**src/design/tgasd_pkg.sv**
```systemverilog
// Shared types and constants for the TGA stream decoder.
`default_nettype none

package tgasd_pkg;

  // Parser phases
  typedef enum logic [2:0] {
    PH_HEADER = 3'd0,
    PH_IDSKIP = 3'd1,
    PH_PACKET = 3'd2,
    PH_PIXEL  = 3'd3,
    PH_DONE   = 3'd4
  } phase_e;

  // Result kinds
  typedef enum logic [1:0] {
    KIND_HEADER = 2'd0,
    KIND_PIXEL  = 2'd1,
    KIND_ERROR  = 2'd2
  } kind_e;

  // Supported pixel depths
  typedef enum logic [1:0] {
    DEPTH_NONE = 2'd0,
    DEPTH_16   = 2'd1,
    DEPTH_24   = 2'd2,
    DEPTH_32   = 2'd3
  } depth_e;

  // Header byte offsets
  localparam logic [8:0] HDR_ID_LEN   = 9'd0;
  localparam logic [8:0] HDR_TYPE     = 9'd2;
  localparam logic [8:0] HDR_WIDTH_LO = 9'd12;
  localparam logic [8:0] HDR_WIDTH_HI = 9'd13;
  localparam logic [8:0] HDR_HEIGHT_LO = 9'd14;
  localparam logic [8:0] HDR_HEIGHT_HI = 9'd15;
  localparam logic [8:0] HDR_DEPTH    = 9'd16;
  localparam logic [8:0] HDR_LAST     = 9'd17;

  localparam logic [7:0] TYPE_RLE     = 8'd10;
  localparam logic [7:0] BPP_16       = 8'd16;
  localparam logic [7:0] BPP_24       = 8'd24;
  localparam logic [7:0] BPP_32       = 8'd32;
  localparam logic [7:0] REPEAT_BIAS  = 8'd127;

  localparam logic [2:0] CH_NONE      = 3'd0;
  localparam logic [2:0] CH_RGB       = 3'd3;
  localparam logic [2:0] CH_RGBA      = 3'd4;

  // Front-to-back queue
  localparam int unsigned QUEUE_DEPTH = 2;
  localparam int unsigned QPTR_W      = (QUEUE_DEPTH > 1) ? $clog2(QUEUE_DEPTH) : 1;
  localparam int unsigned QCNT_W      = $clog2(QUEUE_DEPTH + 1);

  // One result word before color formatting
  typedef struct packed {
    kind_e       kind;
    logic [15:0] width;
    logic [15:0] height;
    logic [2:0]  channels;
    depth_e      depth;
    logic [31:0] pix;
    logic [7:0]  run;
    logic        last;
  } res_t;

endpackage

`default_nettype wire

```
**src/design/tgasd_front.sv**
```systemverilog
// Byte parser: header, ID skip, RLE packets and pixel assembly.
`default_nettype none

module tgasd_front import tgasd_pkg::*; (
  input  wire logic       clk_i,
  input  wire logic       rst_ni,
  input  wire logic       accept_i,
  input  wire logic [7:0] file_byte_i,
  input  wire logic       start_of_file_i,
  output logic            push_o,
  output res_t            res_o
);

  phase_e      phase_q, phase_d, cur_phase;
  logic [8:0]  cnt_q, cnt_d, cur_cnt, cnt_inc;
  logic [7:0]  idlen_q, idlen_d, cur_idlen;
  logic        comp_q, comp_d, cur_comp;
  logic [15:0] width_q, width_d, cur_width;
  logic [15:0] height_q, height_d, cur_height;
  depth_e      depth_q, depth_d, cur_depth;
  logic [31:0] pixrem_q, pixrem_d, cur_pixrem;
  logic [7:0]  pktrem_q, pktrem_d, cur_pktrem;
  logic        pktrep_q, pktrep_d, cur_pktrep;
  logic [31:0] pb_q, pb_d, cur_pb;
  logic [1:0]  idx_q, idx_d, cur_idx;
  logic [31:0] prod_q;

  // decode
  logic        hdr_end, finish, fin_ok, empty;
  logic        pix_last, pix_ok;
  logic [1:0]  last_idx;
  logic [31:0] pix_new;
  logic [7:0]  run;
  logic [31:0] pixrem_new;
  logic [7:0]  pktrem_new;
  phase_e      fin_phase;

  // Start of file clears state before the byte is parsed
  always_comb begin
    if (start_of_file_i) begin
      cur_phase  = PH_HEADER;
      cur_cnt    = '0;
      cur_idlen  = '0;
      cur_comp   = 1'b0;
      cur_width  = '0;
      cur_height = '0;
      cur_depth  = DEPTH_NONE;
      cur_pixrem = '0;
      cur_pktrem = '0;
      cur_pktrep = 1'b0;
      cur_pb     = '0;
      cur_idx    = '0;
    end else begin
      cur_phase  = phase_q;
      cur_cnt    = cnt_q;
      cur_idlen  = idlen_q;
      cur_comp   = comp_q;
      cur_width  = width_q;
      cur_height = height_q;
      cur_depth  = depth_q;
      cur_pixrem = pixrem_q;
      cur_pktrem = pktrem_q;
      cur_pktrep = pktrep_q;
      cur_pb     = pb_q;
      cur_idx    = idx_q;
    end
  end

  always_comb begin
    cnt_inc = cur_cnt + 9'd1;
    hdr_end = (cur_cnt >= HDR_LAST);
    finish  = ((cur_phase == PH_HEADER) && hdr_end && (cur_idlen == 8'd0)) ||
              ((cur_phase == PH_IDSKIP) && (cnt_inc >= {1'b0, cur_idlen}));
    fin_ok  = (cur_depth != DEPTH_NONE) && !(cur_comp && (cur_depth == DEPTH_16));
    empty   = (cur_width == 16'd0) || (cur_height == 16'd0);
    if (!fin_ok || empty) begin
      fin_phase = PH_DONE;
    end else if (cur_comp) begin
      fin_phase = PH_PACKET;
    end else begin
      fin_phase = PH_PIXEL;
    end

    case (cur_depth)
      DEPTH_16: last_idx = 2'd1;
      DEPTH_24: last_idx = 2'd2;
      default:  last_idx = 2'd3;
    endcase
    pix_ok   = (cur_depth != DEPTH_NONE);
    pix_last = (cur_idx == last_idx);
    pix_new  = cur_pb | ({24'd0, file_byte_i} << {cur_idx, 3'b000});

    if (cur_comp && cur_pktrep) begin
      run = (cur_pixrem < {24'd0, cur_pktrem}) ? cur_pixrem[7:0] : cur_pktrem;
    end else begin
      run = 8'd1;
    end
    pixrem_new = cur_pixrem - {24'd0, run};
    if (!cur_comp) begin
      pktrem_new = cur_pktrem;
    end else if (cur_pktrep) begin
      pktrem_new = 8'd0;
    end else if (cur_pktrem != 8'd0) begin
      pktrem_new = cur_pktrem - 8'd1;
    end else begin
      pktrem_new = 8'd0;
    end
  end

  // Next phase
  always_comb begin
    phase_d = phase_q;
    if (accept_i) begin
      phase_d = cur_phase;
      case (cur_phase)
        PH_HEADER: begin
          if (hdr_end) phase_d = (cur_idlen == 8'd0) ? fin_phase : PH_IDSKIP;
        end
        PH_IDSKIP: begin
          if (finish) phase_d = fin_phase;
        end
        PH_PACKET: phase_d = PH_PIXEL;
        PH_PIXEL: begin
          if (!pix_ok) begin
            phase_d = PH_DONE;
          end else if (pix_last) begin
            if (pixrem_new == 32'd0) begin
              phase_d = PH_DONE;
            end else if (cur_comp && (pktrem_new == 8'd0)) begin
              phase_d = PH_PACKET;
            end
          end
        end
        default: phase_d = PH_DONE;
      endcase
    end
  end

  // Datapath and result word
  always_comb begin
    cnt_d    = cnt_q;
    idlen_d  = idlen_q;
    comp_d   = comp_q;
    width_d  = width_q;
    height_d = height_q;
    depth_d  = depth_q;
    pixrem_d = pixrem_q;
    pktrem_d = pktrem_q;
    pktrep_d = pktrep_q;
    pb_d     = pb_q;
    idx_d    = idx_q;
    push_o   = 1'b0;

    res_o.kind     = KIND_HEADER;
    res_o.width    = cur_width;
    res_o.height   = cur_height;
    res_o.channels = (cur_depth == DEPTH_32) ? CH_RGBA : CH_RGB;
    res_o.depth    = cur_depth;
    res_o.pix      = '0;
    res_o.run      = '0;
    res_o.last     = 1'b0;

    if (accept_i) begin
      cnt_d    = cur_cnt;
      idlen_d  = cur_idlen;
      comp_d   = cur_comp;
      width_d  = cur_width;
      height_d = cur_height;
      depth_d  = cur_depth;
      pixrem_d = cur_pixrem;
      pktrem_d = cur_pktrem;
      pktrep_d = cur_pktrep;
      pb_d     = cur_pb;
      idx_d    = cur_idx;

      case (cur_phase)
        PH_HEADER: begin
          case (cur_cnt)
            HDR_ID_LEN:    idlen_d = file_byte_i;
            HDR_TYPE:      comp_d = (file_byte_i == TYPE_RLE);
            HDR_WIDTH_LO:  width_d = {cur_width[15:8], file_byte_i};
            HDR_WIDTH_HI:  width_d = {file_byte_i, cur_width[7:0]};
            HDR_HEIGHT_LO: height_d = {cur_height[15:8], file_byte_i};
            HDR_HEIGHT_HI: height_d = {file_byte_i, cur_height[7:0]};
            HDR_DEPTH: begin
              case (file_byte_i)
                BPP_16:  depth_d = DEPTH_16;
                BPP_24:  depth_d = DEPTH_24;
                BPP_32:  depth_d = DEPTH_32;
                default: depth_d = DEPTH_NONE;
              endcase
            end
            default: ;
          endcase
          cnt_d = hdr_end ? 9'd0 : cnt_inc;
        end
        PH_IDSKIP: cnt_d = cnt_inc;
        PH_PACKET: begin
          if (!file_byte_i[7]) begin
            pktrep_d = 1'b0;
            pktrem_d = file_byte_i + 8'd1;
          end else begin
            pktrep_d = 1'b1;
            pktrem_d = file_byte_i - REPEAT_BIAS;
          end
          pb_d  = '0;
          idx_d = '0;
        end
        PH_PIXEL: begin
          if (pix_ok) begin
            if (pix_last) begin
              pb_d      = '0;
              idx_d     = '0;
              pktrem_d  = pktrem_new;
              pixrem_d  = pixrem_new;
              push_o    = 1'b1;
              res_o.kind = KIND_PIXEL;
              res_o.pix  = pix_new;
              res_o.run  = run;
              res_o.last = (pixrem_new == 32'd0);
            end else begin
              pb_d  = pix_new;
              idx_d = cur_idx + 2'd1;
            end
          end
        end
        default: ;
      endcase

      if (finish) begin
        push_o = 1'b1;
        if (!fin_ok) begin
          res_o.kind     = KIND_ERROR;
          res_o.channels = CH_NONE;
          res_o.last     = 1'b1;
        end else begin
          pixrem_d   = prod_q;
          pb_d       = '0;
          idx_d      = '0;
          pktrem_d   = '0;
          pktrep_d   = 1'b0;
          res_o.last = empty;
        end
      end
    end
  end

  // width*height, ready well before the header closes at byte 17
  always_ff @(posedge clk_i) begin
    prod_q <= {16'd0, width_q} * {16'd0, height_q};
  end

  always_ff @(posedge clk_i or negedge rst_ni) begin
    if (!rst_ni) begin
      phase_q  <= PH_HEADER;
      cnt_q    <= '0;
      idlen_q  <= '0;
      comp_q   <= 1'b0;
      width_q  <= '0;
      height_q <= '0;
      depth_q  <= DEPTH_NONE;
      pixrem_q <= '0;
      pktrem_q <= '0;
      pktrep_q <= 1'b0;
      pb_q     <= '0;
      idx_q    <= '0;
    end else begin
      phase_q  <= phase_d;
      cnt_q    <= cnt_d;
      idlen_q  <= idlen_d;
      comp_q   <= comp_d;
      width_q  <= width_d;
      height_q <= height_d;
      depth_q  <= depth_d;
      pixrem_q <= pixrem_d;
      pktrem_q <= pktrem_d;
      pktrep_q <= pktrep_d;
      pb_q     <= pb_d;
      idx_q    <= idx_d;
    end
  end

endmodule

`default_nettype wire

```
**src/design/tgasd_queue.sv**
```systemverilog
// Small result queue between parser and output stage.
`default_nettype none

module tgasd_queue import tgasd_pkg::*; (
  input  wire logic clk_i,
  input  wire logic rst_ni,
  input  wire logic push_i,
  input  res_t      push_data_i,
  input  wire logic pop_i,
  output res_t      head_o,
  output logic      nonempty_o,
  output logic      full_o
);

  res_t              slot_q [QUEUE_DEPTH];
  logic [QPTR_W-1:0] wptr_q, wptr_d, rptr_q, rptr_d;
  logic [QCNT_W-1:0] cnt_q, cnt_d;

  localparam logic [QPTR_W-1:0] PTR_LAST = QPTR_W'(QUEUE_DEPTH - 1);

  assign head_o     = slot_q[rptr_q];
  assign nonempty_o = (cnt_q != '0);
  assign full_o     = (cnt_q == QCNT_W'(QUEUE_DEPTH));

  always_comb begin
    wptr_d = wptr_q;
    rptr_d = rptr_q;
    cnt_d  = cnt_q;
    if (push_i) wptr_d = (wptr_q == PTR_LAST) ? '0 : wptr_q + 1'b1;
    if (pop_i)  rptr_d = (rptr_q == PTR_LAST) ? '0 : rptr_q + 1'b1;
    if (push_i && !pop_i) begin
      cnt_d = cnt_q + 1'b1;
    end else if (!push_i && pop_i) begin
      cnt_d = cnt_q - 1'b1;
    end
  end

  always_ff @(posedge clk_i) begin
    if (push_i) slot_q[wptr_q] <= push_data_i;
  end

  always_ff @(posedge clk_i or negedge rst_ni) begin
    if (!rst_ni) begin
      wptr_q <= '0;
      rptr_q <= '0;
      cnt_q  <= '0;
    end else begin
      wptr_q <= wptr_d;
      rptr_q <= rptr_d;
      cnt_q  <= cnt_d;
    end
  end

endmodule

`default_nettype wire

```
**src/design/tgasd_back.sv**
```systemverilog
// Output stage: color formatting and output register.
`default_nettype none

module tgasd_back import tgasd_pkg::*; (
  input  wire logic  clk_i,
  input  wire logic  rst_ni,
  input  res_t       head_i,
  input  wire logic  nonempty_i,
  output logic       pop_o,
  output logic       out_valid_o,
  input  wire logic  out_stall_i,
  output logic [1:0] kind_o,
  output logic [15:0] image_width_o,
  output logic [15:0] image_height_o,
  output logic [2:0] channels_o,
  output logic [7:0] red_o,
  output logic [7:0] green_o,
  output logic [7:0] blue_o,
  output logic [7:0] alpha_o,
  output logic [7:0] run_length_o,
  output logic       last_of_image_o
);

  logic       valid_q, valid_d;
  logic [7:0] r_d, g_d, b_d, a_d;

  assign pop_o   = nonempty_i && (!valid_q || !out_stall_i);
  assign valid_d = pop_o ? 1'b1 : (valid_q && out_stall_i);
  assign out_valid_o = valid_q;

  // 5-5-5 expands by a shift of three; otherwise B,G,R,A byte order
  always_comb begin
    r_d = '0;
    g_d = '0;
    b_d = '0;
    a_d = '0;
    if (head_i.kind == KIND_PIXEL) begin
      if (head_i.depth == DEPTH_16) begin
        b_d = {head_i.pix[4:0],   3'b000};
        g_d = {head_i.pix[9:5],   3'b000};
        r_d = {head_i.pix[14:10], 3'b000};
      end else begin
        b_d = head_i.pix[7:0];
        g_d = head_i.pix[15:8];
        r_d = head_i.pix[23:16];
        if (head_i.depth == DEPTH_32) a_d = head_i.pix[31:24];
      end
    end
  end

  always_ff @(posedge clk_i) begin
    if (pop_o) begin
      kind_o          <= head_i.kind;
      image_width_o   <= head_i.width;
      image_height_o  <= head_i.height;
      channels_o      <= head_i.channels;
      red_o           <= r_d;
      green_o         <= g_d;
      blue_o          <= b_d;
      alpha_o         <= a_d;
      run_length_o    <= head_i.run;
      last_of_image_o <= head_i.last;
    end
  end

  always_ff @(posedge clk_i or negedge rst_ni) begin
    if (!rst_ni) begin
      valid_q <= 1'b0;
    end else begin
      valid_q <= valid_d;
    end
  end

endmodule

`default_nettype wire

```
**src/design/tga_image_stream_decoder.sv**
```systemverilog
// Top level of the TGA image stream decoder.
//
//  channel  dir  handshake                fields
//  -------  ---  -----------------------  ---------------------------------------
//  in       in   in_valid_i / in_stall_o  file_byte_i, start_of_file_i
//  out      out  out_valid_o / out_stall_i kind_o, image_width_o, image_height_o,
//                                         channels_o, red_o, green_o, blue_o,
//                                         alpha_o, run_length_o, last_of_image_o
//
// One file byte per cycle while in_stall_o is low. A byte that makes a word
// (header, error or pixel run) is written into the two-entry queue and then
// loaded into the output register before it shows at the outputs.
// in_stall_o rises only when that queue is full, i.e. the output side has
// been stalled. width*height is a registered product, refreshed every cycle.
// Reset (rst_ni low, async) or start_of_file_i puts the parser in its header phase.
`default_nettype none

module tga_image_stream_decoder import tgasd_pkg::*; (
  input  wire logic        clk_i,
  input  wire logic        rst_ni,
  input  wire logic        in_valid_i,
  output logic             in_stall_o,
  input  wire logic [7:0]  file_byte_i,
  input  wire logic        start_of_file_i,
  output logic             out_valid_o,
  input  wire logic        out_stall_i,
  output logic [1:0]       kind_o,
  output logic [15:0]      image_width_o,
  output logic [15:0]      image_height_o,
  output logic [2:0]       channels_o,
  output logic [7:0]       red_o,
  output logic [7:0]       green_o,
  output logic [7:0]       blue_o,
  output logic [7:0]       alpha_o,
  output logic [7:0]       run_length_o,
  output logic             last_of_image_o
);

  logic accept;
  logic q_push, q_pop, q_nonempty, q_full;
  res_t q_in, q_head;

  // stall only on a full queue
  assign in_stall_o = q_full;
  assign accept     = in_valid_i && !in_stall_o;

  tgasd_front u_front (
    .clk_i           (clk_i),
    .rst_ni          (rst_ni),
    .accept_i        (accept),
    .file_byte_i     (file_byte_i),
    .start_of_file_i (start_of_file_i),
    .push_o          (q_push),
    .res_o           (q_in)
  );

  tgasd_queue u_queue (
    .clk_i       (clk_i),
    .rst_ni      (rst_ni),
    .push_i      (q_push),
    .push_data_i (q_in),
    .pop_i       (q_pop),
    .head_o      (q_head),
    .nonempty_o  (q_nonempty),
    .full_o      (q_full)
  );

  tgasd_back u_back (
    .clk_i           (clk_i),
    .rst_ni          (rst_ni),
    .head_i          (q_head),
    .nonempty_i      (q_nonempty),
    .pop_o           (q_pop),
    .out_valid_o     (out_valid_o),
    .out_stall_i     (out_stall_i),
    .kind_o          (kind_o),
    .image_width_o   (image_width_o),
    .image_height_o  (image_height_o),
    .channels_o      (channels_o),
    .red_o           (red_o),
    .green_o         (green_o),
    .blue_o          (blue_o),
    .alpha_o         (alpha_o),
    .run_length_o    (run_length_o),
    .last_of_image_o (last_of_image_o)
  );

  // the parser never writes into a full queue
  a_no_overflow: assert property (@(posedge clk_i) disable iff (!rst_ni)
    q_push |-> !q_full)
    else $error("result queue overflow");

  // a pixel word always covers at least one pixel
  a_run_nonzero: assert property (@(posedge clk_i) disable iff (!rst_ni)
    (out_valid_o && (kind_o == KIND_PIXEL)) |-> (run_length_o != 8'd0))
    else $error("pixel run of zero length");

  // an error word ends the image and carries no channel count
  a_error_last: assert property (@(posedge clk_i) disable iff (!rst_ni)
    (out_valid_o && (kind_o == KIND_ERROR)) |-> (last_of_image_o && (channels_o == CH_NONE)))
    else $error("error word malformed");

  // a word held under stall keeps its payload
  a_out_hold: assert property (@(posedge clk_i) disable iff (!rst_ni)
    (out_valid_o && out_stall_i) |=> (out_valid_o && $stable(run_length_o) && $stable(kind_o)))
    else $error("stalled output word changed");

endmodule

`default_nettype wire

```
**config.mk**
```make
export PLATFORM = sky130hd
export DESIGN_NAME = tga_image_stream_decoder
export DESIGN_NICKNAME = d
export VERILOG_FILES = /design/src/design/tgasd_pkg.sv /design/src/design/tgasd_front.sv /design/src/design/tgasd_queue.sv /design/src/design/tgasd_back.sv /design/src/design/tga_image_stream_decoder.sv
export SDC_FILE = /design/constraint.sdc
export NUM_CORES = 1
export LEC_CHECK = 0
export BUFFER_PORTS_ARGS = -buffer_cell sky130_fd_sc_hd__buf_2
export CAP_MARGIN = 20
export CORE_MARGIN = 4
export CORE_UTILIZATION = 61
export CTS_CLUSTER_DIAMETER = 50
export CTS_CLUSTER_SIZE = 14
export DETAILED_ROUTE_END_ITERATION = 10
export PLACE_DENSITY_LB_ADDON = 0.15
export SLEW_MARGIN = 20
export SYNTH_ARGS = -nofsm -noshare
export SYNTH_HDL_FRONTEND = slang
export SYNTH_SLANG_ARGS = --single-unit
```
**constraint.sdc**
```tcl
create_clock -name clk_i -period 14.03 [get_ports clk_i]
set_input_delay 4.209 -clock clk_i [delete_from_list [all_inputs] [get_ports clk_i]]
set_output_delay 4.209 -clock clk_i [all_outputs]
set_load 0.02 [all_outputs]
```
## After elaboration in Yosys (flattened, before gate mapping)

Memory sizes are Yosys's and may differ from the RTL's.
Cells that the tools add are included.

| storage, ports and cells | value |
|---|---|
| register bits after elaboration | 245 |
| memory bits (writable) | 160 |
| bits of input ports | 13 |
| word-level logic and storage cells | 203 |
| memories | 1 |

| operators by class | value |
|---|---|
| $add $sub $neg | 10 |
| multiply operators | 1 |
| order comparisons | 3 |
| equal/unequal tests | 21 |
| shift operators | 1 |
| muxes and demuxes | 97 |
| bitwise gates (word level) | 3 |
| reduce and logical (&&, ||, !) cells | 36 |

Memory list:

| name | words | bits a word | rd ports | clocked after memory_dff | write ports | line | text |
|---|---|---|---|---|---|---|---|
| u_queue.slot_q | 2 | 80 | 1 | 0 | 1 | tgasd_queue.sv:15 | `res_t slot_q [QUEUE_DEPTH];` |

Operators with widths:

| operator | count |
|---|---|
| $mux 32 | 11 |
| $mux 41 | 4 |
| $mux 8 | 17 |
| $mux 16 | 4 |
| $pmux 16 s2 | 2 |
| $pmux 32 s2 | 1 |
| $mux 3 | 13 |
| $eq 9x4->1 const B | 4 |
| $logic_not 16->1 | 2 |
| $logic_not 32->1 | 1 |
| $lt 32x8->1 | 1 |
| $mul 16x16->32 | 1 |
| $or 32x32->32 | 1 |
| $shl 8x5->32 | 1 |
| $sub 32x8->32 | 1 |
| $mux 2 | 15 |
| $mux 1 | 22 |
| $mux 9 | 2 |
| $pmux 9 s2 | 1 |
| $eq 8x5->1 const B | 2 |
| $logic_not 8->1 | 2 |
| $pmux 8 s2 | 1 |
| $logic_and 1x1->1 | 12 |
| $pmux 3 s4 | 1 |
| 29 further kinds | 50 |

## Depth between registers and ports, before layout

Gate-level depths: netlist of the first run.

| depth | value |
|---|---|
| word-level depth | 13 |
| gate-level depth with buffers | 29 |

## By module

From an unflattened synthesis of the first run, not the netlist that was laid out.

| second synthesis, totals | value |
|---|---|
| cell total of the unflattened synthesis | 2,587 |
| area, all modules | 27,456.3 µm² |

By module, submodules not included:

| module | times used | cells an instance | area an instance (µm²) |
|---|---|---|---|
| tgasd_front | 1 | 2,167 | 18,320.1 |
| tgasd_queue | 1 | 265 | 6,362.4 |
| tgasd_back | 1 | 154 | 2,760.1 |
| tga_image_stream_decoder | 1 | 1 | 13.8 |

## Worst setup path after synthesis of the first run

No wires, ideal clock.

| path | value |
|---|---|
| path kind | input -> register |
| start | in start_of_file_i |
| end | mem u_queue.slot_q[0][0] (netlist bit), enable pin |
| library setup time | 543 ps |
| arrival time | 11,411 ps |
| slack | 2,077 ps |
| cell stages on the path | 19 |
| buffers on the path | 8 |
| path through | clkbuf_1 > buf_1 > clkbuf_1 > buf_1 > buf_2 > buf_2 > buf_2 > clkbuf_1 > nor2b_1 > ha_1 > nand2b_1 > a21o_1 > a21o_1 > a211oi_1 > o21ai_0 > a211oi_1 > o21bai_1 > nand2_1 > a21oi_1 |

| between the ends | value |
|---|---|
| word-level cells in the longest chain between the ends | 11 |

RTL lines:

| element | line | text |
|---|---|---|
| from (decl) | tga_image_stream_decoder.sv:24 | `input wire logic start_of_file_i,` |
| parallel branches: the longest is 7 deep, another holds $add 9x1->9 | n/a |  |
| $mux 1 (*) | tgasd_front.sv:230 | `if (finish) begin` |
| $mux 1 (*) | tgasd_front.sv:163 | `if (accept_i) begin` |
| $mux 1 (*) | tgasd_queue.sv:39 | `if (push_i) slot_q[wptr_q] <= push_data_i;` |
| $mux 1 (implied by the code) (*) | tgasd_queue.sv:39 |  |
| to (decl) | tgasd_queue.sv:15 |  |

Every way passes the cells marked *.

==> results.md, run 1 <==
* Total grt overflow at 0
* Number of global-route vias before repair at 20,040
* Syn Area/Cell at 10.26 um^2
* Effective utilization at floorplan at 61.87%
* VDD IR max at 0.1252 mV
* Fin crit share at 74.10%
* Largest area contributor in the netlist: edfxtp_1
* CORE AREA at 0.04317 mm^2
* Final net count at 2,962
* Status: complete, no violations
* CP Data Required Time at 14,450 ps
* Initial antenna violation count at 0
* Critical Path AT at 10,820 ps
* Synth Instances at 2,604
* H-tree Lvls at 2
* Synth top area cells: edfxtp_1, fa_1, dfrtp_1
* Power, Total at 3549 uW
* Flop and latch count out of synthesis at 402
* WL/cell at 19.76 um
* TritonCTS clock tree: done
* Antenna diode count at 0
* Via-to-Cell Ratio at 5.971
* Cell variety after synth at 78
* Die area at 0.04720 mm^2
* Post-CTS setup buffer count at 0
* Max-Cap Viols at 0
* Slew headroom at 35.62%
* Synth Flop Type: edfxtp_1
* HPWL after DPL at 44,710 um
* Setup TNS at 0 ps
* Leakage power at 0.01226 uW
* Cts hold-fix bufs at 0
* Layout area overhead at 8.005%
* TritonRoute pass-1 iters at 7
* Inserted Clock Buffers at 40
* Gr usage total at 27.69%
* Chip Width at 217.3 um
* Antenna violation net count after detailed routing at 0
* Async SR Flop Fraction at 33.58%
* Final worst path period need at 10,400 ps
* Fin. Hold Viols at 0
* Slew Limit Fails at 0
* Share of layout cells above drive strength 1 at 9.314%
* Worst Setup End Kind: flop
* Cell Pwr Density at 123.0 mW/mm^2
* DRC at 0
* Post-synth top area share at 26.42%
* Ys Warns at 0
* RSZ-0062 raised after global routing: no
* Max clock buf depth at 3
* Syn Nets at 2,946
* WL final at 63,960 um
* Commonest non-fill, non-tap cell in the layout: nand2_1
* Clock slew at reported path FFs at 70 ps
* Slew of the pin with the lowest slew margin at 965.7 ps
* Mapped Area at 0.02671 mm^2
* Final Cell Area at 0.02885 mm^2
* Sequential element share of the synthesized area at 41.47%
* Die Span Y at 217.3 um
* Drt first-iter violations at 1,468
* Placed Area at 0.02757 mm^2
* Worst setup SP type: input port
* Maximum clock rate at 96.19 MHz
* CTS root buf: clkbuf_16
* Resize count post-CTS at 0
* I/O pin count at 93
* Pin count of the biggest net entering global routing at 91
* Worst hold path class: flop to flop
* Clock skew at 21.30 ps
* Endpoints failing setup at 0
* CTS Sinks at 402
* Port bufs at 92
* GPL Wtd Cong at 0.9112
* Number of synthesized flops with an enable pin at 235
* Max FO, Critical Path at 62
* Row count at 76
* Most frequent cells in the layout: nand2_1, inv_1, edfxtp_1
* Setup CP Type: input port to flop
* First-pass GRT wire length at 105,000 um
* Routed via count at 19,327
* Worst skew pair latency at 560 ps
final timing paths:
kind,slack (ps),endpoint,cells past startpoint,from
hold / removal,460,u_front.pixrem_q[23],2,u_front.prod_q[23]
min in group asynchronous,3730,u_front.pixrem_q[19],1,rst_ni
hold reg to reg,460,u_front.pixrem_q[23],2,u_front.prod_q[23]
max in group asynchronous,9120,u_front.pb_q[27],2,rst_ni
setup reg to reg,6680,u_front.prod_q[31],23,u_front.width_q[10]
setup / recovery,3630,u_queue.slot_q[0][0],23,start_of_file_i
synthesized netlist by cell type (4+ instances only):
| cell | instances |
|---|---|
| nand3_1 | 31 |
| o221ai_1 | 5 |
| clkbuf_1 | 121 |
| and3_1 | 12 |
| mux4_2 | 7 |
| nand2b_1 | 17 |
| fa_1 | 195 |
| dfrtp_1 | 135 |
| a21o_1 | 18 |
| nand4_1 | 6 |
| o21a_1 | 12 |
| or3_1 | 6 |
| a21oi_1 | 92 |
| nor2_1 | 167 |
| xor2_1 | 21 |
| a221oi_1 | 4 |
| a211o_1 | 4 |
| a211oi_1 | 23 |
| o211ai_1 | 17 |
| dfxtp_1 | 32 |
| mux2i_1 | 33 |
| mux2_2 | 50 |
| buf_1 | 10 |
| nor2b_1 | 55 |
| o31ai_1 | 9 |
| edfxtp_1 | 235 |
| buf_2 | 7 |
| a41oi_1 | 4 |
| ha_1 | 134 |
| nor4_1 | 17 |
| a22o_1 | 25 |
| and2_1 | 119 |
| o21ai_0 | 144 |
| nor3b_1 | 5 |
| o21bai_1 | 4 |
| o22ai_1 | 8 |
| a22oi_1 | 41 |
| o21ai_1 | 10 |
| nor3_1 | 30 |
| inv_1 | 259 |
| a31oi_1 | 18 |
| xnor2_1 | 30 |
| nand2_1 | 381 |
flip-flops by register name, summed over array words and instances (netlist names), 3 cells and up:
register,cells
u_front.phase_q,3
u_front.height_q,16
u_back.red_o,8
u_back.image_height_o,16
u_front.prod_q,32
u_back.green_o,8
u_back.run_length_o,8
u_back.blue_o,8
u_front.pb_q,32
u_front.pktrem_q,8
u_front.pixrem_q,32
u_front.cnt_q,9
u_front.width_q,16
u_back.image_width_o,16
u_back.alpha_o,8
u_queue.slot_q,158
u_front.idlen_q,8
metal layers:
metal	vias to the layer above	part of all wire [%]	track usage, %
li1	8848	-	-
met1	9633	42	37.13
met2	700	49	46.96
met3	146	6.5	4.203
met4	0	3.2	8.862
met5	-	0	0
metrics by stage:
stage	worst slack [ps]	utilization, %	hold slack (ps)	std cells
floorplan	2077	-	429.1	2604
global placement	3271	63.86	453.5	3163
detailed placement	3163	63.86	450.4	3163
CTS	3719	66.82	461.7	3237
global route	3095	66.82	476.4	3237
finish	3634	66.82	459.7	3237
cells by family (layout without fill, tap and decap cells):
kind of cell	Yosys count	after routing	synth area share [%]
xor gates and xnor gates	51	51	1.672
buffers and inverters	400	448	5.668
DFF	402	402	41.47
muxes	90	90	3.935
AOI/OAI and AO/OA	465	465	11.22
adders and majority gates	330	330	20.93
and+or+nand+nor	866	866	15.11
power breakdown:
part           internal (uW)  switching [uW]  leakage (uW)
registers               1450             104       0.00435
clock network            586             461      0.000623
logic                    353             593       0.00728
critical path, stage by stage:
cell	delay [ps]
buf_4	280
inv_2	490
buf_4	630
nand2_1	150
inv_1	170
ha_1	250
a21o_1	180
a2111oi_4	770
nor2_1	120
a21oi_1	210
nand2_1	90
ha_1	270
fa_1	460
nor2b_1	180
o2111ai_1	160
nand4b_1	190
and2_1	500
nor2_1	100
o22ai_1	150
a22oi_1	90
or3_4	410
a2111oi_4	520
a21bo_1	190
final cells by class:
cell class | count | area (um^2)
clock buffers | 62 | 1167
inverters | 261 | 979.7
multi-input cells | 1802 | 14150
clock inverters | 12 | 111.4
fillers | 3389 | 14320
repair buffers | 113 | 626.9
well taps | 585 | 732.0
flip-flops and latches | 402 | 11080
Note: power is estimated with default switching activity, not from simulation.
==> run 2, diff against run 1 <==
--- a/config.mk
+++ b/config.mk
@@ -8,7 +8,7 @@
 export BUFFER_PORTS_ARGS = -buffer_cell sky130_fd_sc_hd__buf_2
 export CAP_MARGIN = 20
 export CORE_MARGIN = 4
-export CORE_UTILIZATION = 61
+export CORE_UTILIZATION = 57
 export CTS_CLUSTER_DIAMETER = 50
 export CTS_CLUSTER_SIZE = 14
 export DETAILED_ROUTE_END_ITERATION = 10
==> constraint.sdc (replaced) <==
create_clock -name clk_i -period 9.49 [get_ports clk_i]
set_input_delay 2.847 -clock clk_i [delete_from_list [all_inputs] [get_ports clk_i]]
set_output_delay 2.847 -clock clk_i [all_outputs]
set_load 0.02 [all_outputs]
==> results.md, run 2 (synthesized netlist as in run 1, its figures left out) <==
* Fin. Hold Viols at 0 (unchanged)
* First-pass GRT wire length at 105,500 um (+0.55%)
* Die area at 0.05039 mm^2 (+6.8%)
* Worst r2r dst: u_front.prod_q[31]
* TritonCTS clock tree: done
* Total grt overflow at 0 (unchanged)
* Clock slew at reported path FFs at 60 ps (about the same)
* Worst skew pair latency at 590 ps (+30 ps)
* Psw at 1757 uW (+52%)
* Met3 Use GR at 3.328% (-0.87 points)
* Slew Limit Fails at 0 (unchanged)
* Cell Count Post-Placement at 3,191 (+0.89%)
* Gr usage total at 25.97% (-1.7 points)
* Via-to-Cell Ratio at 5.892 (-1.3%)
* DRC at 0 (unchanged)
* Share of layout cells above drive strength 1 at 9.692% (+0.38 points)
* Critical Path AT at 8380 ps (-2440 ps)
* Pre-CTS setup slack at 998.3 ps (-2164 ps)
* Max FO, Critical Path at 36 (-42%)
* Cells along the critical path: buf_4, inv_2, buf_4, nand2_1, ha_1, a21o_1, a2111oi_4, buf_4, nor2_1, a21oi_1, nand2_1, ha_1, fa_1, nor2b_1, o2111ai_1, nand4b_1, and2_1, nor2_1, o22ai_1, a22oi_1, or3_4, a2111oi_4, a21bo_1
* Maximum clock rate at 125.8 MHz
* Crit path max-delay cell type: a2111oi_4
* Critical R2R Launch: u_front.width_q[12]
* Status: complete, no violations
* Worst hold path endpoint: u_front.pixrem_q[7]
* Leakage power at 0.01232 uW (+0.51%)
* Most common cell on crit path: buf_4
* Cell Pwr Density at 182.7 mW/mm^2 (+49%)
* CTS root buf: clkbuf_16
* Effective utilization at floorplan at 57.50% (-4.4 points)
* Gr busiest metal: met2
* Resize count post-CTS at 0 (unchanged)
* GRT met1 Usage at 34.95% (-2.2 points)
* Setup CP Type: input port to flop
* Post-CTS setup buffer count at 0 (unchanged)
* Clk pwr share at 30.1% (+0.6 points)
* Row count at 79 (+3.9%)
* CORE AREA at 0.04646 mm^2 (+7.6%)
* Hold path depth at 2 (unchanged)
* Cell Int Power at 3545 uW (+48%)
* Number of global-route vias before repair at 20,115 (+0.37%)
* RSZ-0062 raised after global routing: no
* Max-Cap Viols at 0 (unchanged)
* Max clock buf depth at 3 (unchanged)
* Commonest non-fill, non-tap cell in the layout: nand2_1
* Die Span Y at 224.5 um (+3.3%)
* Chip Width at 224.5 um (+3.3%)
* Most frequent cells in the layout: nand2_1, inv_1, edfxtp_1
* Pin count of the biggest net entering global routing at 71 (-22%)
* Inserted Clock Buffers at 42 (+5.0%)
* Worst Path Buf+Inv at 4 (unchanged)
* Layout area overhead at 8.628%
* Endpoints failing setup at 0 (unchanged)
* WL/cell at 19.77 um (about the same)
* Drt first-iter violations at 1,414 (-3.7%)
* Slew of the pin with the lowest slew margin at 1002 ps (+36.64 ps)
* HPWL after DPL at 45,250 um (+1.2%)
* Slew headroom at 33.18% (-2.4 points)
* Antenna violation net count after detailed routing at 0 (unchanged)
* R2R Setup Slk at 2140 ps (-4540 ps)
* Switch share at 33.14% (+0.49 points)
* Worst hold start: u_front.prod_q[7]
* Worst Setup End Kind: flop
* WL final at 64,620 um (+1.0%)
* Fin crit share at 83.79%
* Reg with most FFs: u_queue.slot_q
* Top delay family on crit path: compound AO/OA/AOI/OAI gates
* Cts hold-fix bufs at 0 (unchanged)
* Non-filler cells, final at 3,269 (+0.99%)
* CP startpoint: start_of_file_i
* Final worst setup slack at 1538 ps (-2096 ps)
* Final net count at 2,970 (+0.27%)
* Comb power frac at 26.5% (-0.2 points)
* Port bufs at 92 (unchanged)
* Antenna diode count at 0 (unchanged)
* Routed via count at 19,262 (-0.34%)
* GPL Wtd Cong at 0.8969 (-1.6%)
* Clock skew at 30.13 ps (+8.838 ps)
* Setup TNS at 0 ps (unchanged)
* CTS Sinks at 402 (unchanged)
* Max reg flops at 158 (unchanged)
* Met2 Track Usage GR at 43.80% (-3.2 points)
* I/O pin count at 93 (unchanged)
* TritonRoute pass-1 iters at 5 (-2)
* Worst setup SP type: input port
* CP peak stage delay at 530 ps (-240 ps)
* CP Data Required Time at 9920 ps (-4530 ps)
* R2R cell count at 23 (unchanged)
* Initial antenna violation count at 0 (unchanged)
* VDD IR max at 0.1871 mV (+49%)
* Final worst path period need at 7952 ps
* Worst hold path class: flop to flop
* Sequential power share at 43.5% (-0.3 points)
* H-tree Lvls at 2 (unchanged)
run 2: cell count changes in the layout (fill, tap and decap cells not counted), moves of 2 or more:
cell | previous run | this run
buf_12 | 0 | 2
clkinv_16 | 0 | 2
inv_4 | 1 | 4
inv_6 | 6 | 2
clkinv_2 | 1 | 4
clkinvlp_4 | 0 | 2
clkbuf_1 | 17 | 15
buf_4 | 22 | 26
run 2: cell type report:
class | instances | area [um^2]
clock buffer | 60 | 1154
tap | 607 | 759.5
clock inverter | 18 | 192.7
sequential | 402 | 11080
fill | 3781 | 17440
timing repair buffer | 119 | 696.9
multi-input combinational | 1802 | 14150
inverter | 261 | 980.9
run 2: worst max-delay path by stage:
| stage | slack (ps) | endpoint | depth (start not counted) |
|---|---|---|---|
| floorplan | 670 | u_queue.slot_q[0][0] | 19 |
| global placement | 1090 | u_queue.slot_q[0][0] | 23 |
| detailed placement | 1000 | u_queue.slot_q[0][0] | 23 |
| CTS | 1590 | u_queue.slot_q[0][0] | 23 |
| global route | 1130 | u_queue.slot_q[0][0] | 23 |
| finish | 1540 | u_queue.slot_q[0][0] | 23 |
run 2: per-layer routing:
layer | part of all wire (%) | routed length [um]
met5 | 0 | 0
met1 | 42 | 27180
met2 | 49 | 31510
met4 | 3.4 | 2201
met3 | 5.8 | 3732
run 2: tightest hold or removal path, delay by kind of cell (launching register included):
| family | cells | cell delay (ps) |
|---|---|---|
| flip-flops | 1 | 300 |
| AO/OA/AOI/OAI | 1 | 70 |
| AND/OR/NAND/NOR | 1 | 50 |
run 2: through the flow:
step / cell area (um^2) / total power (uW) / hold slack, ps / utilization [%]
finish: 29020 / 5302 / 462.2 / 62.46
global route: 29020 / 5566 / 477.6 / 62.46
CTS: 29020 / 5343 / 461.9 / 62.46
detailed placement: 27670 / 3740 / 444.3 / 59.56
global placement: 27670 / 3719 / 451.2 / 59.56
floorplan: 26710 / 3333 / 429.1 / -
run 2: power groups by stage:
stage          Sequential [uW]  Clock (uW)  Combinational (uW)
5_1_grt                   2330        1710                1520
3_5_place_dp              2340           0                1400
6_report                  2310        1590                1400
4_1_cts                   2300        1630                1410
3_3_place_gp              2330           0                1390
2_1_floorplan             2480           0                 850
==> run 3, diff against run 2 <==
--- a/config.mk
+++ b/config.mk
@@ -8,7 +8,7 @@
 export BUFFER_PORTS_ARGS = -buffer_cell sky130_fd_sc_hd__buf_2
 export CAP_MARGIN = 20
 export CORE_MARGIN = 4
-export CORE_UTILIZATION = 57
+export CORE_UTILIZATION = 61
 export CTS_CLUSTER_DIAMETER = 50
 export CTS_CLUSTER_SIZE = 14
 export DETAILED_ROUTE_END_ITERATION = 10
==> constraint.sdc (replaced) <==
create_clock -name clk_i -period 8 [get_ports clk_i]
set_input_delay 2.4 -clock clk_i [delete_from_list [all_inputs] [get_ports clk_i]]
set_output_delay 2.4 -clock clk_i [all_outputs]
set_load 0.02 [all_outputs]
==> results.md, run 3 (synthesized netlist as in run 1, its figures left out) <==
* Status: complete, no violations
* Endpoints failing setup at 0 (unchanged)
* VDD IR max at 0.2509 mV (+34%)
* Worst hold path class: flop to flop
* WL final at 64,490 um (-0.20%)
* Slew headroom at 35.04% (+1.9 points)
* Max-Cap Viols at 0 (unchanged)
* Final worst path period need at 7296 ps
* Initial antenna violation count at 0 (unchanged)
* CTS Sinks at 402 (unchanged)
* Max reg flops at 158 (unchanged)
* Gr usage total at 27.83% (+1.9 points)
* TritonCTS clock tree: done
* Leakage power at 0.01241 uW (+0.70%)
* HPWL after DPL at 46,490 um (+2.7%)
* Maximum clock rate at 137.1 MHz
* Pre-CTS setup slack at 229.7 ps (-768.6 ps)
* Effective utilization at floorplan at 61.87% (+4.4 points)
* Non-filler cells, final at 3,259 (-0.31%)
* CTS root buf: clkbuf_16
* Clock slew at reported path FFs at 60 ps (about the same)
* RSZ-0062 raised after global routing: no
* Fin. Hold Viols at 0 (unchanged)
* I/O pin count at 93 (unchanged)
* Top delay family on crit path: compound AO/OA/AOI/OAI gates
* CP Capture Point: u_queue.slot_q[1][0]
* Fillers at 3,336 (-12%)
* Clock skew at 25.41 ps (-4.727 ps)
* Final net count at 2,991 (+0.71%)
* Most common cell on crit path: nand2_1
* Worst setup SP type: input port
* Total grt overflow at 0 (unchanged)
* Via-to-Cell Ratio at 5.928 (+0.60%)
* Port bufs at 92 (unchanged)
* Worst r2r dst: u_front.prod_q[31]
* GPL Wtd Cong at 0.9103 (+1.5%)
* Max FO, Critical Path at 16 (-56%)
* Resize count post-CTS at 0 (unchanged)
* Worst Setup End Kind: flop
* H-tree Lvls at 2 (unchanged)
* CORE AREA at 0.04317 mm^2 (-7.1%)
* Slew Limit Fails at 0 (unchanged)
* Most frequent cells in the layout: nand2_1, inv_1, edfxtp_1
* Crit path depth at 22 (-4.3%)
* Inserted Clock Buffers at 39 (-7.1%)
* CP Data Required Time at 8420 ps (-1500 ps)
* Cell Count Post-Placement at 3,193 (+0.063%)
* Worst skew pair latency at 560 ps (-30 ps)
* Critical Path AT at 7710 ps (-670 ps)
* R2R Setup Slk at 710 ps (-1430 ps)
* Number of global-route vias before repair at 19,666 (-2.2%)
* First-pass GRT wire length at 105,800 um (+0.27%)
* Pin count of the biggest net entering global routing at 116 (+63%)
* CP startpoint: start_of_file_i
* Layout area overhead at 8.853%
* WL/cell at 19.79 um (+0.11%)
* Cell Pwr Density at 213.5 mW/mm^2 (+17%)
* Max clock buf depth at 3 (unchanged)
* CP peak stage delay at 520 ps (about the same)
* Cts hold-fix bufs at 0 (unchanged)
* Cells along the critical path: buf_4, inv_2, nand2_1, inv_1, ha_1, a21oi_1, o21ai_0, a21o_1, a2111oi_4, buf_4, mux2i_1, nand2_1, ha_1, a211o_1, or4_1, nand2_1, o21ai_0, o21ai_1, a41oi_1, or3_4, a2111oi_4, a21bo_1
* Fin crit share at 91.20%
* Crit path max-delay cell type: or4_1
* Power, Total at 6208 uW (+17%)
* Routed via count at 19,318 (+0.29%)
* Reg with most FFs: u_queue.slot_q
* Slew of the pin with the lowest slew margin at 974.4 ps (-27.89 ps)
* Row count at 76 (-3.8%)
* Die area at 0.04720 mm^2 (-6.3%)
* Setup TNS at 0 ps (unchanged)
* Critical R2R Launch: u_front.width_q[10]
* Antenna diode count at 0 (unchanged)
* Post-CTS setup buffer count at 0 (unchanged)
* Final worst setup slack at 703.9 ps (-834.3 ps)
* Die Span Y at 217.3 um (-3.2%)
* TritonRoute pass-1 iters at 5 (unchanged)
* Chip Width at 217.3 um (-3.2%)
* R2R cell count at 23 (unchanged)
* Hold WS at 470.6 ps (+8.443 ps)
* Share of layout cells above drive strength 1 at 10.32% (+0.63 points)
* Commonest non-fill, non-tap cell in the layout: nand2_1
* Drt first-iter violations at 1,489 (+5.3%)
* Setup CP Type: input port to flop
* Antenna violation net count after detailed routing at 0 (unchanged)
* DRC at 0 (unchanged)
* Worst Path Buf+Inv at 4 (unchanged)
==> run 3: metal layers <==
metal | routed length, um | global-route usage [%] | up-vias | share of wire (%)
met2 | 31710 | 46.79 | 698 | 49
met3 | 3851 | 3.923 | 141 | 6.0
met5 | 0 | 0 | - | 0
met1 | 26850 | 37.79 | 9567 | 42
li1 | - | - | 8912 | -
met4 | 2074 | 9.137 | 0 | 3.2
==> run 3: worst min path at each step <==
stage                             startpoint                    to  slack (ps)  depth (start not counted)
after global placement    u_front.prod_q[23]  u_front.pixrem_q[23]         460                          2
after global routing      u_front.prod_q[23]  u_front.pixrem_q[23]         490                          2
after CTS                 u_front.prod_q[23]  u_front.pixrem_q[23]         470                          2
after floorplan            u_front.prod_q[7]   u_front.pixrem_q[7]         430                          2
final                      u_front.prod_q[7]   u_front.pixrem_q[7]         470                          2
after detailed placement  u_front.prod_q[19]  u_front.pixrem_q[19]         450                          2
==> run 3: metrics by stage <==
step / area [um^2] / utilization [%]
final: 29080 / 67.35
after CTS: 29080 / 67.35
after global placement: 27840 / 64.49
after floorplan: 26730 / -
after global routing: 29080 / 67.35
after detailed placement: 27840 / 64.49
==> run 3: worst reg2reg max path, delay by kind of cell, from the launching register on <==
family,cells,cell delay [ps]
XOR/XNOR,1,140
buffers and inverters,5,260
flip-flops,1,930
AND/OR/NAND/NOR,6,1070
adder cells (fa/ha/maj),7,3470
AO/OA/AOI/OAI,4,1280
==> run 3: power breakdown <==
group          total [uW]  switching [uW]  internal, uW
logic                1680            1050           635
clock network        1790             778          1020
registers            2730             185          2540
==> run 3: cell type report <==
class / count / area (um^2) / area share [%]
multi-input cells: 1802 / 14150 / 48.67
flip-flops and latches: 402 / 11080 / 38.11
clock buffers: 50 / 1069 / 3.675
inverters: 261 / 979.7 / 3.369
repair buffers: 143 / 902.1 / 3.103
well taps: 585 / 732.0 / 2.517
clock inverters: 16 / 163.9 / 0.5637
